`config.mk`:
```
export PLATFORM = sky130hd
export DESIGN_NAME = char_lcd_nibble_writer
export DESIGN_NICKNAME = d
export VERILOG_FILES = /design/src/clnw_pkg.sv /design/src/clnw_front.sv /design/src/clnw_queue.sv /design/src/clnw_back.sv /design/src/char_lcd_nibble_writer.sv
export SDC_FILE = /design/constraint.sdc
export NUM_CORES = 1
export LEC_CHECK = 0
export BUFFER_PORTS_ARGS = -buffer_cell sky130_fd_sc_hd__buf_4
export CELL_PAD_IN_SITES_DETAIL_PLACEMENT = 0
export CELL_PAD_IN_SITES_GLOBAL_PLACEMENT = 1
export CORE_MARGIN = 2
export CORE_UTILIZATION = 50
export CTS_BUF_LIST = sky130_fd_sc_hd__clkbuf_8
export DETAILED_ROUTE_END_ITERATION = 8
export HOLD_SLACK_MARGIN = 0.02
export MAX_ROUTING_LAYER = met4
export PLACE_DENSITY = 0.89
export SYNTH_ARGS = -nofsm -noshare
export SYNTH_HDL_FRONTEND = slang
export SYNTH_SLANG_ARGS = --single-unit
export TNS_END_PERCENT = 10
```
`constraint.sdc`:
```
create_clock -name clock -period 4.65 [get_ports clock]
set_input_delay 0 -clock clock [delete_from_list [all_inputs] [get_ports clock]]
set_output_delay 0 -clock clock [all_outputs]
set_load 0.02 [all_outputs]
```
`src/clnw_pkg.sv`:
```
// ----------------------------------------------------------------------------
// clnw_pkg: shared types and constants for the character LCD nibble writer
// Register indexes, action codes, job format and register reset values.
// ----------------------------------------------------------------------------
`default_nettype none

package clnw_pkg;

   // configuration register indexes
   typedef enum logic [2:0] {
      REG_LINE_COUNT       = 3'd0,
      REG_CONTROLLER_KIND  = 3'd1,
      REG_WRAP_ENABLE      = 3'd2,
      REG_FIRST_LINE_BASE  = 3'd3,
      REG_SECOND_LINE_BASE = 3'd4,
      REG_THIRD_LINE_BASE  = 3'd5,
      REG_FOURTH_LINE_BASE = 3'd6,
      REG_LINE_LENGTH      = 3'd7
   } csr_index_type;

   // request actions
   typedef enum logic [1:0] {
      ACT_PUT     = 2'd0,
      ACT_COMMAND = 2'd1,
      ACT_DATA    = 2'd2,
      ACT_GOTO    = 2'd3
   } action_type;

   localparam int CSR_DATA_WIDTH = 7;
   localparam int QUEUE_DEPTH    = 4;

   localparam logic [7:0] NEWLINE_CHAR = 8'h0A;
   localparam logic       RS_INSTR     = 1'b0;
   localparam logic       RS_DATA      = 1'b1;

   // register reset values
   localparam logic [2:0] LINE_COUNT_RESET       = 3'd2;
   localparam logic       CONTROLLER_KIND_RESET  = 1'b0;
   localparam logic       WRAP_ENABLE_RESET      = 1'b0;
   localparam logic [6:0] FIRST_LINE_BASE_RESET  = 7'd0;
   localparam logic [6:0] SECOND_LINE_BASE_RESET = 7'd64;
   localparam logic [6:0] THIRD_LINE_BASE_RESET  = 7'd20;
   localparam logic [6:0] FOURTH_LINE_BASE_RESET = 7'd84;
   localparam logic [6:0] LINE_LENGTH_RESET      = 7'd20;

   // configuration as seen by the front end
   typedef struct packed {
      logic [2:0] line_count;
      logic       controller_kind;
      logic       wrap_enable;
      logic [6:0] first_line_base;
      logic [6:0] second_line_base;
      logic [6:0] third_line_base;
      logic [6:0] fourth_line_base;
      logic [6:0] line_length;
   } cfg_type;

   // one job: one or two bytes; a single-byte job uses byte0 only
   typedef struct packed {
      logic       two;
      logic [7:0] byte0;
      logic       rs0;
      logic [7:0] byte1;
      logic       rs1;
   } job_type;

   // set-DDRAM command for a 7-bit address
   function automatic logic [7:0] ddram_cmd(input logic [6:0] addr);
      ddram_cmd = {1'b1, addr};
   endfunction

endpackage

`default_nettype wire

```
`src/clnw_front.sv`:
```
// ----------------------------------------------------------------------------
// clnw_front: request classifier
// Holds the configuration registers and turns each request into a job of one
// or two bytes for the transfer queue; go-to on an unsupported line count
// yields no job.
// ----------------------------------------------------------------------------
`default_nettype none

module clnw_front (
   input  wire logic                               clock,
   input  wire logic                               reset,
   input  wire logic                               csr_write_enable,
   input  wire logic [2:0]                         csr_index,
   input  wire logic [clnw_pkg::CSR_DATA_WIDTH-1:0] csr_write_data,
   input  wire logic                               push,
   input  wire logic                               full,
   input  wire logic [1:0]                         req_action,
   input  wire logic [7:0]                         req_byte_value,
   input  wire logic [6:0]                         req_address_counter,
   input  wire logic [7:0]                         req_column,
   input  wire logic [1:0]                         req_row,
   output clnw_pkg::job_type                       job,
   output logic                                    job_write
);

   clnw_pkg::cfg_type cfg_ff;
   clnw_pkg::cfg_type cfg_in;

   logic [6:0] l1, l2, l3, l4, pos;
   logic [7:0] pos_w, end1, end2, end3, end4;
   logic [6:0] nl_target;
   logic       wrap_hit;
   logic [6:0] wrap_dest;
   logic       goto_ok;
   logic [6:0] goto_base;
   logic [7:0] goto_cmd;
   logic       lc1, lc2, lc4;

   // decode configuration writes
   always_comb begin
      cfg_in = cfg_ff;
      if (csr_write_enable) begin
         unique case (clnw_pkg::csr_index_type'(csr_index))
            clnw_pkg::REG_LINE_COUNT:       cfg_in.line_count = csr_write_data[2:0];
            clnw_pkg::REG_CONTROLLER_KIND:  cfg_in.controller_kind = csr_write_data[0];
            clnw_pkg::REG_WRAP_ENABLE:      cfg_in.wrap_enable = csr_write_data[0];
            clnw_pkg::REG_FIRST_LINE_BASE:  cfg_in.first_line_base = csr_write_data[6:0];
            clnw_pkg::REG_SECOND_LINE_BASE: cfg_in.second_line_base = csr_write_data[6:0];
            clnw_pkg::REG_THIRD_LINE_BASE:  cfg_in.third_line_base = csr_write_data[6:0];
            clnw_pkg::REG_FOURTH_LINE_BASE: cfg_in.fourth_line_base = csr_write_data[6:0];
            clnw_pkg::REG_LINE_LENGTH:      cfg_in.line_length = csr_write_data[6:0];
            default: cfg_in = cfg_ff;
         endcase
      end
   end

   always_ff @(posedge clock) begin
      if (reset) begin
         cfg_ff.line_count       <= clnw_pkg::LINE_COUNT_RESET;
         cfg_ff.controller_kind  <= clnw_pkg::CONTROLLER_KIND_RESET;
         cfg_ff.wrap_enable      <= clnw_pkg::WRAP_ENABLE_RESET;
         cfg_ff.first_line_base  <= clnw_pkg::FIRST_LINE_BASE_RESET;
         cfg_ff.second_line_base <= clnw_pkg::SECOND_LINE_BASE_RESET;
         cfg_ff.third_line_base  <= clnw_pkg::THIRD_LINE_BASE_RESET;
         cfg_ff.fourth_line_base <= clnw_pkg::FOURTH_LINE_BASE_RESET;
         cfg_ff.line_length      <= clnw_pkg::LINE_LENGTH_RESET;
      end else begin
         cfg_ff <= cfg_in;
      end
   end

   assign l1  = cfg_ff.first_line_base;
   assign l2  = cfg_ff.second_line_base;
   assign l3  = cfg_ff.third_line_base;
   assign l4  = cfg_ff.fourth_line_base;
   assign pos = req_address_counter;
   assign lc1 = (cfg_ff.line_count == 3'd1);
   assign lc2 = (cfg_ff.line_count == 3'd2);
   assign lc4 = (cfg_ff.line_count == 3'd4);

   // line ends at full width, no wrap of the sum
   assign pos_w = {1'b0, pos};
   assign end1  = {1'b0, l1} + {1'b0, cfg_ff.line_length};
   assign end2  = {1'b0, l2} + {1'b0, cfg_ff.line_length};
   assign end3  = {1'b0, l3} + {1'b0, cfg_ff.line_length};
   assign end4  = {1'b0, l4} + {1'b0, cfg_ff.line_length};

   // start of the next line for a newline
   always_comb begin
      nl_target = 7'd0;
      if (lc2) begin
         nl_target = (pos < l2) ? l2 : l1;
      end else if (lc4) begin
         if (cfg_ff.controller_kind) begin
            if (pos < l2)      nl_target = l2;
            else if (pos < l3) nl_target = l3;
            else if (pos < l4) nl_target = l4;
            else               nl_target = l1;
         end else begin
            if (pos < l3)                    nl_target = l2;
            else if (pos >= l2 && pos < l4)  nl_target = l3;
            else if (pos >= l3 && pos < l2)  nl_target = l4;
            else                             nl_target = l1;
         end
      end
   end

   // line-end detection; first match in line order wins
   always_comb begin
      wrap_hit  = 1'b0;
      wrap_dest = l1;
      if (lc1) begin
         if (pos_w == end1) begin
            wrap_hit = 1'b1; wrap_dest = l1;
         end
      end else if (lc2) begin
         if (pos_w == end1) begin
            wrap_hit = 1'b1; wrap_dest = l2;
         end else if (pos_w == end2) begin
            wrap_hit = 1'b1; wrap_dest = l1;
         end
      end else if (lc4) begin
         if (pos_w == end1) begin
            wrap_hit = 1'b1; wrap_dest = l2;
         end else if (pos_w == end2) begin
            wrap_hit = 1'b1; wrap_dest = l3;
         end else if (pos_w == end3) begin
            wrap_hit = 1'b1; wrap_dest = l4;
         end else if (pos_w == end4) begin
            wrap_hit = 1'b1; wrap_dest = l1;
         end
      end
   end

   // go-to base by row
   always_comb begin
      goto_ok   = 1'b1;
      goto_base = l1;
      if (lc1) begin
         goto_base = l1;
      end else if (lc2) begin
         goto_base = (req_row == 2'd0) ? l1 : l2;
      end else if (lc4) begin
         case (req_row)
            2'd0:    goto_base = l1;
            2'd1:    goto_base = l2;
            2'd2:    goto_base = l3;
            default: goto_base = l4;
         endcase
      end else begin
         goto_ok = 1'b0;
      end
   end

   assign goto_cmd = 8'h80 + {1'b0, goto_base} + req_column;

   // build the job
   always_comb begin
      job.two   = 1'b0;
      job.byte0 = req_byte_value;
      job.rs0   = clnw_pkg::RS_DATA;
      job.byte1 = req_byte_value;
      job.rs1   = clnw_pkg::RS_DATA;
      job_write = push && !full;
      unique case (clnw_pkg::action_type'(req_action))
         clnw_pkg::ACT_PUT: begin
            if (req_byte_value == clnw_pkg::NEWLINE_CHAR) begin
               job.byte0 = clnw_pkg::ddram_cmd(nl_target);
               job.rs0   = clnw_pkg::RS_INSTR;
            end else if (cfg_ff.wrap_enable && wrap_hit) begin
               job.two   = 1'b1;
               job.byte0 = clnw_pkg::ddram_cmd(wrap_dest);
               job.rs0   = clnw_pkg::RS_INSTR;
            end
         end
         clnw_pkg::ACT_COMMAND: job.rs0 = clnw_pkg::RS_INSTR;
         clnw_pkg::ACT_DATA:    job.rs0 = clnw_pkg::RS_DATA;
         clnw_pkg::ACT_GOTO: begin
            job.byte0 = goto_cmd;
            job.rs0   = clnw_pkg::RS_INSTR;
            job_write = push && !full && goto_ok;
         end
         default: job.rs0 = clnw_pkg::RS_DATA;
      endcase
   end

endmodule

`default_nettype wire

```
`src/clnw_queue.sv`:
```
// ----------------------------------------------------------------------------
// clnw_queue: job queue between classifier and transfer sequencer
// A small register queue with a fill count; a read and a write may happen in the same cycle.
// ----------------------------------------------------------------------------
`default_nettype none

module clnw_queue #(
   parameter int Depth = clnw_pkg::QUEUE_DEPTH
) (
   input  wire logic              clock,
   input  wire logic              reset,
   input  wire logic              wr_en,
   input  wire clnw_pkg::job_type wr_job,
   input  wire logic              rd_en,
   output clnw_pkg::job_type      rd_job,
   output logic                   not_empty,
   output logic                   full
);

   localparam int PtrW = (Depth > 1) ? $clog2(Depth) : 1;
   localparam int CntW = $clog2(Depth + 1);
   localparam logic [PtrW-1:0] LastPtr = PtrW'(Depth - 1);
   localparam logic [CntW-1:0] DepthCnt = CntW'(Depth);

   clnw_pkg::job_type entry_ff [Depth];
   logic [PtrW-1:0] wr_ptr_ff, wr_ptr_in;
   logic [PtrW-1:0] rd_ptr_ff, rd_ptr_in;
   logic [CntW-1:0] count_ff, count_in;

   assign not_empty = (count_ff != '0);
   assign full      = (count_ff == DepthCnt);
   assign rd_job    = entry_ff[rd_ptr_ff];

   // advance pointers and count
   always_comb begin
      wr_ptr_in = wr_ptr_ff;
      rd_ptr_in = rd_ptr_ff;
      count_in  = count_ff;
      if (wr_en) begin
         wr_ptr_in = (wr_ptr_ff == LastPtr) ? '0 : wr_ptr_ff + 1'b1;
      end
      if (rd_en) begin
         rd_ptr_in = (rd_ptr_ff == LastPtr) ? '0 : rd_ptr_ff + 1'b1;
      end
      if (wr_en && !rd_en) begin
         count_in = count_ff + 1'b1;
      end else if (rd_en && !wr_en) begin
         count_in = count_ff - 1'b1;
      end
   end

   always_ff @(posedge clock) begin
      if (reset) begin
         wr_ptr_ff <= '0;
         rd_ptr_ff <= '0;
         count_ff  <= '0;
      end else begin
         wr_ptr_ff <= wr_ptr_in;
         rd_ptr_ff <= rd_ptr_in;
         count_ff  <= count_in;
      end
   end

   // store the written beat
   always_ff @(posedge clock) begin
      if (wr_en) begin
         entry_ff[wr_ptr_ff] <= wr_job;
      end
   end

endmodule

`default_nettype wire

```
`src/clnw_back.sv`:
```
// ----------------------------------------------------------------------------
// clnw_back: nibble transfer sequencer
// Splits the head job into 4-bit transfers, high nibble first, into a result
// register that the receiver drains with pop.
// ----------------------------------------------------------------------------
`default_nettype none

module clnw_back (
   input  wire logic              clock,
   input  wire logic              reset,
   input  wire clnw_pkg::job_type head_job,
   input  wire logic              job_avail,
   output logic                   job_pop,
   output logic                   empty,
   input  wire logic              pop,
   output logic                   rsp_register_select,
   output logic [3:0]             rsp_nibble,
   output logic                   rsp_high_half,
   output logic                   rsp_last
);

   logic [1:0] step_ff, step_in;
   logic       out_valid_ff, out_valid_in;
   logic       load;
   logic [7:0] cur_byte;
   logic       cur_rs;
   logic       cur_last;

   assign empty = !out_valid_ff;
   assign load  = job_avail && (!out_valid_ff || pop);

   // pick the current nibble of the head job
   always_comb begin
      cur_byte = step_ff[1] ? head_job.byte1 : head_job.byte0;
      cur_rs   = step_ff[1] ? head_job.rs1 : head_job.rs0;
      cur_last = head_job.two ? (step_ff == 2'd3) : (step_ff == 2'd1);
      job_pop  = load && cur_last;
      step_in  = step_ff;
      if (load) begin
         step_in = cur_last ? 2'd0 : step_ff + 2'd1;
      end
      out_valid_in = out_valid_ff;
      if (load) begin
         out_valid_in = 1'b1;
      end else if (pop) begin
         out_valid_in = 1'b0;
      end
   end

   always_ff @(posedge clock) begin
      if (reset) begin
         step_ff      <= 2'd0;
         out_valid_ff <= 1'b0;
      end else begin
         step_ff      <= step_in;
         out_valid_ff <= out_valid_in;
      end
   end

   // hold the result beat until it is taken
   always_ff @(posedge clock) begin
      if (load) begin
         rsp_register_select <= cur_rs;
         rsp_nibble          <= step_ff[0] ? cur_byte[3:0] : cur_byte[7:4];
         rsp_high_half       <= !step_ff[0];
         rsp_last            <= cur_last;
      end
   end

   // a single-byte job never reaches the second byte
   a_single_steps: assert property (@(posedge clock) disable iff (reset)
      (job_avail && !head_job.two) |-> !step_ff[1])
      else $error("sequencer stepped past a single-byte job");

   // a job leaves the queue exactly when its last beat is loaded
   a_pop_on_last: assert property (@(posedge clock) disable iff (reset)
      job_pop |=> (rsp_last && out_valid_ff && step_ff == 2'd0))
      else $error("job popped without a last beat");

   // reset leaves no result pending
   a_reset_empty: assert property (@(posedge clock)
      $past(reset) |-> (empty && step_ff == 2'd0))
      else $error("result pending after reset");

   // a new item starts with a high nibble
   a_start_high: assert property (@(posedge clock) disable iff (reset)
      (load && step_ff == 2'd0) |=> rsp_high_half)
      else $error("item did not start with the high nibble");

endmodule

`default_nettype wire

```
`src/char_lcd_nibble_writer.sv`:
```
// ----------------------------------------------------------------------------
// char_lcd_nibble_writer: 4-bit character LCD write path
// Turns put, command, data and go-to requests into nibble transfers.
//
// Usage:
//   Requests enter on push/full; a beat is taken when push is high and full
//   is low. Transfers leave on empty/pop; the oldest transfer sits on the
//   rsp_ ports while empty is low and is taken when pop is high.
//   Registers are written through csr_write_enable/csr_index/csr_write_data
//   while the block is idle (the user's rule; the block does not enforce it);
//   a write takes effect at the next edge. Each request yields two transfers
//   (one byte) or four (set-DDRAM jump then a character); go-to on an
//   unsupported line count yields none. The first transfer of a request goes
//   through the job queue, then the output register. The sequencer emits one
//   nibble per cycle while pop is high, so a request costs two or four output
//   slots; that output register sets the rate. A job queue of QueueDepth
//   entries decouples the two sides: requests are still taken while the
//   receiver stalls until the queue fills, then full rises. Reset empties the
//   queue and output register and restores the register defaults.
// ----------------------------------------------------------------------------
`default_nettype none

module char_lcd_nibble_writer #(
   parameter int QueueDepth = clnw_pkg::QUEUE_DEPTH
) (
   input  wire logic                                clock,
   input  wire logic                                reset,
   input  wire logic                                csr_write_enable,
   input  wire logic [2:0]                          csr_index,
   input  wire logic [clnw_pkg::CSR_DATA_WIDTH-1:0] csr_write_data,
   input  wire logic                                push,
   output logic                                     full,
   input  wire logic [1:0]                          req_action,
   input  wire logic [7:0]                          req_byte_value,
   input  wire logic [6:0]                          req_address_counter,
   input  wire logic [7:0]                          req_column,
   input  wire logic [1:0]                          req_row,
   output logic                                     empty,
   input  wire logic                                pop,
   output logic                                     rsp_register_select,
   output logic [3:0]                               rsp_nibble,
   output logic                                     rsp_high_half,
   output logic                                     rsp_last
);

   clnw_pkg::job_type new_job;
   clnw_pkg::job_type head_job;
   logic              job_write;
   logic              job_pop;
   logic              job_avail;

   // classify requests
   clnw_front u_front (
      .clock               (clock),
      .reset               (reset),
      .csr_write_enable    (csr_write_enable),
      .csr_index           (csr_index),
      .csr_write_data      (csr_write_data),
      .push                (push),
      .full                (full),
      .req_action          (req_action),
      .req_byte_value      (req_byte_value),
      .req_address_counter (req_address_counter),
      .req_column          (req_column),
      .req_row             (req_row),
      .job                 (new_job),
      .job_write           (job_write)
   );

   // queue jobs
   clnw_queue #(
      .Depth (QueueDepth)
   ) u_queue (
      .clock     (clock),
      .reset     (reset),
      .wr_en     (job_write),
      .wr_job    (new_job),
      .rd_en     (job_pop),
      .rd_job    (head_job),
      .not_empty (job_avail),
      .full      (full)
   );

   // sequence nibbles
   clnw_back u_back (
      .clock               (clock),
      .reset               (reset),
      .head_job            (head_job),
      .job_avail           (job_avail),
      .job_pop             (job_pop),
      .empty               (empty),
      .pop                 (pop),
      .rsp_register_select (rsp_register_select),
      .rsp_nibble          (rsp_nibble),
      .rsp_high_half       (rsp_high_half),
      .rsp_last            (rsp_last)
   );

endmodule

`default_nettype wire

```
==> out/summary.json <==
{
  "cts_made_buffers": {"value": 17},
  "detail_route.drc_violations": {"value": 0},
  "yosys_register_bits": {"value": 131},
  "finalWeightedCongestion": {"value": 1.03},
  "wirelength": {"value": 25900, "unit": "µm"},
  "p_leak": {"value": 3.92, "unit": "nW"},
  "power.combinational.fraction": {"value": 0.271},
  "hold_path_class": {"value": "in -> reg"},
  "setup.worst_path.start_class": {"value": "register"},
  "placed_cell_area": {"value": 9490, "unit": "µm²"},
  "worst-slew-pin-transition": {"value": 0.970, "unit": "ns"},
  "drive_above_1_share": {"value": 0.156},
  "post_synth_instance_area": {"value": 8820, "unit": "µm²"},
  "tritoncts": {"value": "built"},
  "cts_num_sinks": {"value": 131},
  "final_cell_mix": {"value": "sky130_fd_sc_hd__nor2_1, sky130_fd_sc_hd__edfxtp_1, sky130_fd_sc_hd__buf_4, sky130_fd_sc_hd__a21oi_1, sky130_fd_sc_hd__ha_1"},
  "initial_utilization": {"value": 0.510},
  "cp.required": {"value": 4.84, "unit": "ns"},
  "cts_repair_resize_count": {"value": 0},
  "most_common_cell_after_layout_fill_and_taps_aside": {"value": "sky130_fd_sc_hd__nor2_1"},
  "io-pin-count": {"value": 51},
  "p_int": {"value": 2.21, "unit": "mW"},
  "fin_worst_skew": {"value": 0.0154, "unit": "ns"},
  "rsz0062_at_grt": {"value": "no"},
  "via_count": {"value": 7498},
  "yosysWarnings": {"value": 0},
  "drtAntennaViolNets": {"value": 0},
  "clock.fmax": {"value": 254, "unit": "MHz"},
  "synth_seq_area_share": {"value": 0.387},
  "yosysUniqueCellTypes": {"value": 70},
  "power_frac_seq": {"value": 0.446},
  "power": {"value": 3.32, "unit": "mW"},
  "clockBufferDepth": {"value": 2},
  "async_set_reset_flop_share_out_of_synthesis": {"value": 0},
  "run_status": {"value": "completed"},
  "port_buffers": {"value": 50},
  "switching_power": {"value": 1.12, "unit": "mW"},
  "number_of_flops_mapped_to_enable_cells_by_yosys": {"value": 79},
  "detail_route.wl_per_cell": {"value": 22.1, "unit": "µm"},
  "maxSlewHeadroom": {"value": 0.353},
  "final_nets": {"value": 1048},
  "synth.top_cells.by_area": {"value": "sky130_fd_sc_hd__edfxtp_1, sky130_fd_sc_hd__dfxtp_1, sky130_fd_sc_hd__ha_1, sky130_fd_sc_hd__mux4_2, sky130_fd_sc_hd__mux2i_1"},
  "largest_area_contributor_in_the_synthesized_netlist": {"value": "sky130_fd_sc_hd__edfxtp_1"},
  "core_area": {"value": 17300, "unit": "µm²"},
  "die_area": {"value": 18700, "unit": "µm²"},
  "critical_path_class": {"value": "reg -> reg"},
  "maxCapViolCount": {"value": 0},
  "period_needed": {"value": 3.93, "unit": "ns"},
  "detailedPlacementHpwl": {"value": 18900, "unit": "µm"},
  "period_share": {"value": 0.845},
  "clk_latency": {"value": 0.44, "unit": "ns"},
  "power.clock.fraction": {"value": 0.282},
  "grt_first_pass_wirelength": {"value": 39800, "unit": "µm"},
  "grt_overflow": {"value": 0},
  "dr_vias_cell": {"value": 6.39},
  "cp-end-kind": {"value": "register"},
  "synth_top_cell_area_share": {"value": 0.269},
  "hold_viol": {"value": 0},
  "ctsRootBufferMaster": {"value": "sky130_fd_sc_hd__clkbuf_8"},
  "gate_count_of_the_mapped_netlist": {"value": 860},
  "fillers": {"value": 1487},
  "power.density": {"value": 330, "unit": "nW/µm²"},
  "critical_path_arrival": {"value": 4.12, "unit": "ns"},
  "fin_area": {"value": 10100, "unit": "µm²"},
  "tns": {"value": 0, "unit": "ns"},
  "fp.dieH": {"value": 137, "unit": "µm"},
  "final.hold.worst_slack": {"value": 0.0583, "unit": "ns"},
  "drt_iter0_drc": {"value": 866},
  "slew_viol_final": {"value": 0},
  "die_width": {"value": 137, "unit": "µm"},
  "maximum_number_of_pins_on_one_net_before_global_route_repair": {"value": 51},
  "crit_path_max_fanout": {"value": 10},
  "firstDrtPassIters": {"value": 8},
  "placement_rows": {"value": 48},
  "mappedNetlistNets": {"value": 972},
  "clock_pin_slew_worst_setup_and_hold_paths": {"value": 0.09, "unit": "ns"},
  "synth_area_per_cell": {"value": 10.3, "unit": "µm²"},
  "grt_util_all_layers": {"value": 0.293},
  "switching_share": {"value": 0.336},
  "area_delta_synth_final": {"value": 14.1, "unit": "%"},
  "setup-violations-final": {"value": 0},
  "grt_antenna_before_repair": {"value": 0},
  "cts_max_level": {"value": 4},
  "n_antenna_cell": {"value": 0},
  "vias_in_the_first_global_route": {"value": 7105},
  "peak_supply_drop": {"value": 0.234, "unit": "mV"},
  "ys_dominant_reg_cell": {"value": "sky130_fd_sc_hd__edfxtp_1"}
}
Yosys cell counts (10+ instances only):
| library cell | number |
|---|---|
| sky130_fd_sc_hd__clkbuf_1 | 25 |
| sky130_fd_sc_hd__a21oi_1 | 65 |
| sky130_fd_sc_hd__or3_1 | 10 |
| sky130_fd_sc_hd__nand2_1 | 56 |
| sky130_fd_sc_hd__nand2b_1 | 15 |
| sky130_fd_sc_hd__dfxtp_1 | 52 |
| sky130_fd_sc_hd__mux2i_1 | 38 |
| sky130_fd_sc_hd__a211o_1 | 16 |
| sky130_fd_sc_hd__mux4_2 | 27 |
| sky130_fd_sc_hd__xor2_1 | 19 |
| sky130_fd_sc_hd__nor2_1 | 85 |
| sky130_fd_sc_hd__xnor2_1 | 28 |
| sky130_fd_sc_hd__edfxtp_1 | 79 |
| sky130_fd_sc_hd__nand3_1 | 10 |
| sky130_fd_sc_hd__o21ai_0 | 31 |
| sky130_fd_sc_hd__ha_1 | 64 |
| sky130_fd_sc_hd__nor3_1 | 12 |
| sky130_fd_sc_hd__a21o_1 | 11 |
| sky130_fd_sc_hd__inv_1 | 46 |
flip-flops by register name, indices dropped and copies added (netlist names), 3 cells and up, named ones only:
| signal | flops |
|---|---|
| u_front.l2 | 7 |
| u_front.l4 | 7 |
| u_back.rsp_nibble | 4 |
| u_front.l1 | 7 |
| u_front.l3 | 7 |
| u_queue.entry_ff | 72 |
| u_front.cfg_ff | 12 |
| u_queue.count_ff | 3 |
layer usage:
layer,global-route usage,up-vias,part of all wire
li1,-,3407,-
met5,-,-,0
met3,0.0500,97,0.10
met1,0.399,3544,0.42
met2,0.448,450,0.45
met4,0.0922,0,0.033
kinds of logic (layout without fill, tap and decap cells):
| group | count (synthesis) | count (layout) | synth area share |
|---|---|---|---|
| AND/OR/NAND/NOR | 251 | 251 | 0.138 |
| flip-flops | 131 | 131 | 0.387 |
| XOR/XNOR | 47 | 47 | 0.0466 |
| adder cells (fa/ha/maj) | 70 | 70 | 0.104 |
| multiplexers | 70 | 70 | 0.118 |
| AO/OA/AOI/OAI | 216 | 216 | 0.173 |
| buffers and inverters | 75 | 164 | 0.0329 |
path summary, 6_finish.rpt:
check	from	to	slack [ns]	cells after the start
setup reg to reg	u_front.l2[0]	u_queue.entry_ff[1][15]	0.72	11
hold / removal	csr_write_enable	u_front.cfg_ff[36]	0.06	5
hold reg to reg	u_back.out_valid_ff	u_back.out_valid_ff	0.47	2
setup / recovery	u_front.l2[0]	u_queue.entry_ff[1][15]	0.72	11
what timing repair did:
item | 4_1_cts | 5_1_grt
hold buffers | 19 | 0
hold endpoints to repair | 73 | 0
buffers inserted | 0 | 0
layout make-up:
class,instances,area [µm²],area share
Multi-Input combinational cell,654,5120,0.509
Sequential cell,131,3410,0.339
Timing Repair Buffer,86,693,0.0689
Tap cell,225,282,0.0280
Clock buffer,17,234,0.0232
Inverter,46,173,0.0172
Clock inverter,15,150,0.0149
per-stage QoR:
stage | worst slack (ns) | cells | util
finish | 0.719 | 1174 | 0.582
global placement | 0.816 | 1123 | 0.549
global route | 0.463 | 1174 | 0.582
CTS | 0.781 | 1174 | 0.582
floorplan | 1.21 | 860 | -
detailed placement | 0.807 | 1123 | 0.549
power by group through the flow:
stage	Clock, mW	Sequential [mW]	Combinational (mW)
2_1_floorplan	0	1.51	0.573
5_1_grt	0.992	1.50	0.982
3_3_place_gp	0	1.50	0.868
6_report	0.939	1.48	0.902
4_1_cts	0.946	1.48	0.897
3_5_place_dp	0	1.51	0.878
critical path: stages, from the launching register on:
cell	delay, ns
sky130_fd_sc_hd__dfxtp_1	0.58
sky130_fd_sc_hd__ha_1	0.28
sky130_fd_sc_hd__inv_1	0.08
sky130_fd_sc_hd__fa_1	0.45
sky130_fd_sc_hd__nand3b_1	0.20
sky130_fd_sc_hd__and3_1	0.22
sky130_fd_sc_hd__nor4_1	0.34
sky130_fd_sc_hd__nor2_1	0.10
sky130_fd_sc_hd__or3_1	0.61
sky130_fd_sc_hd__a211o_1	0.33
sky130_fd_sc_hd__o311a_1	0.13
sky130_fd_sc_hd__a21oi_1	0.36
(Power assumes the default switching activity.)
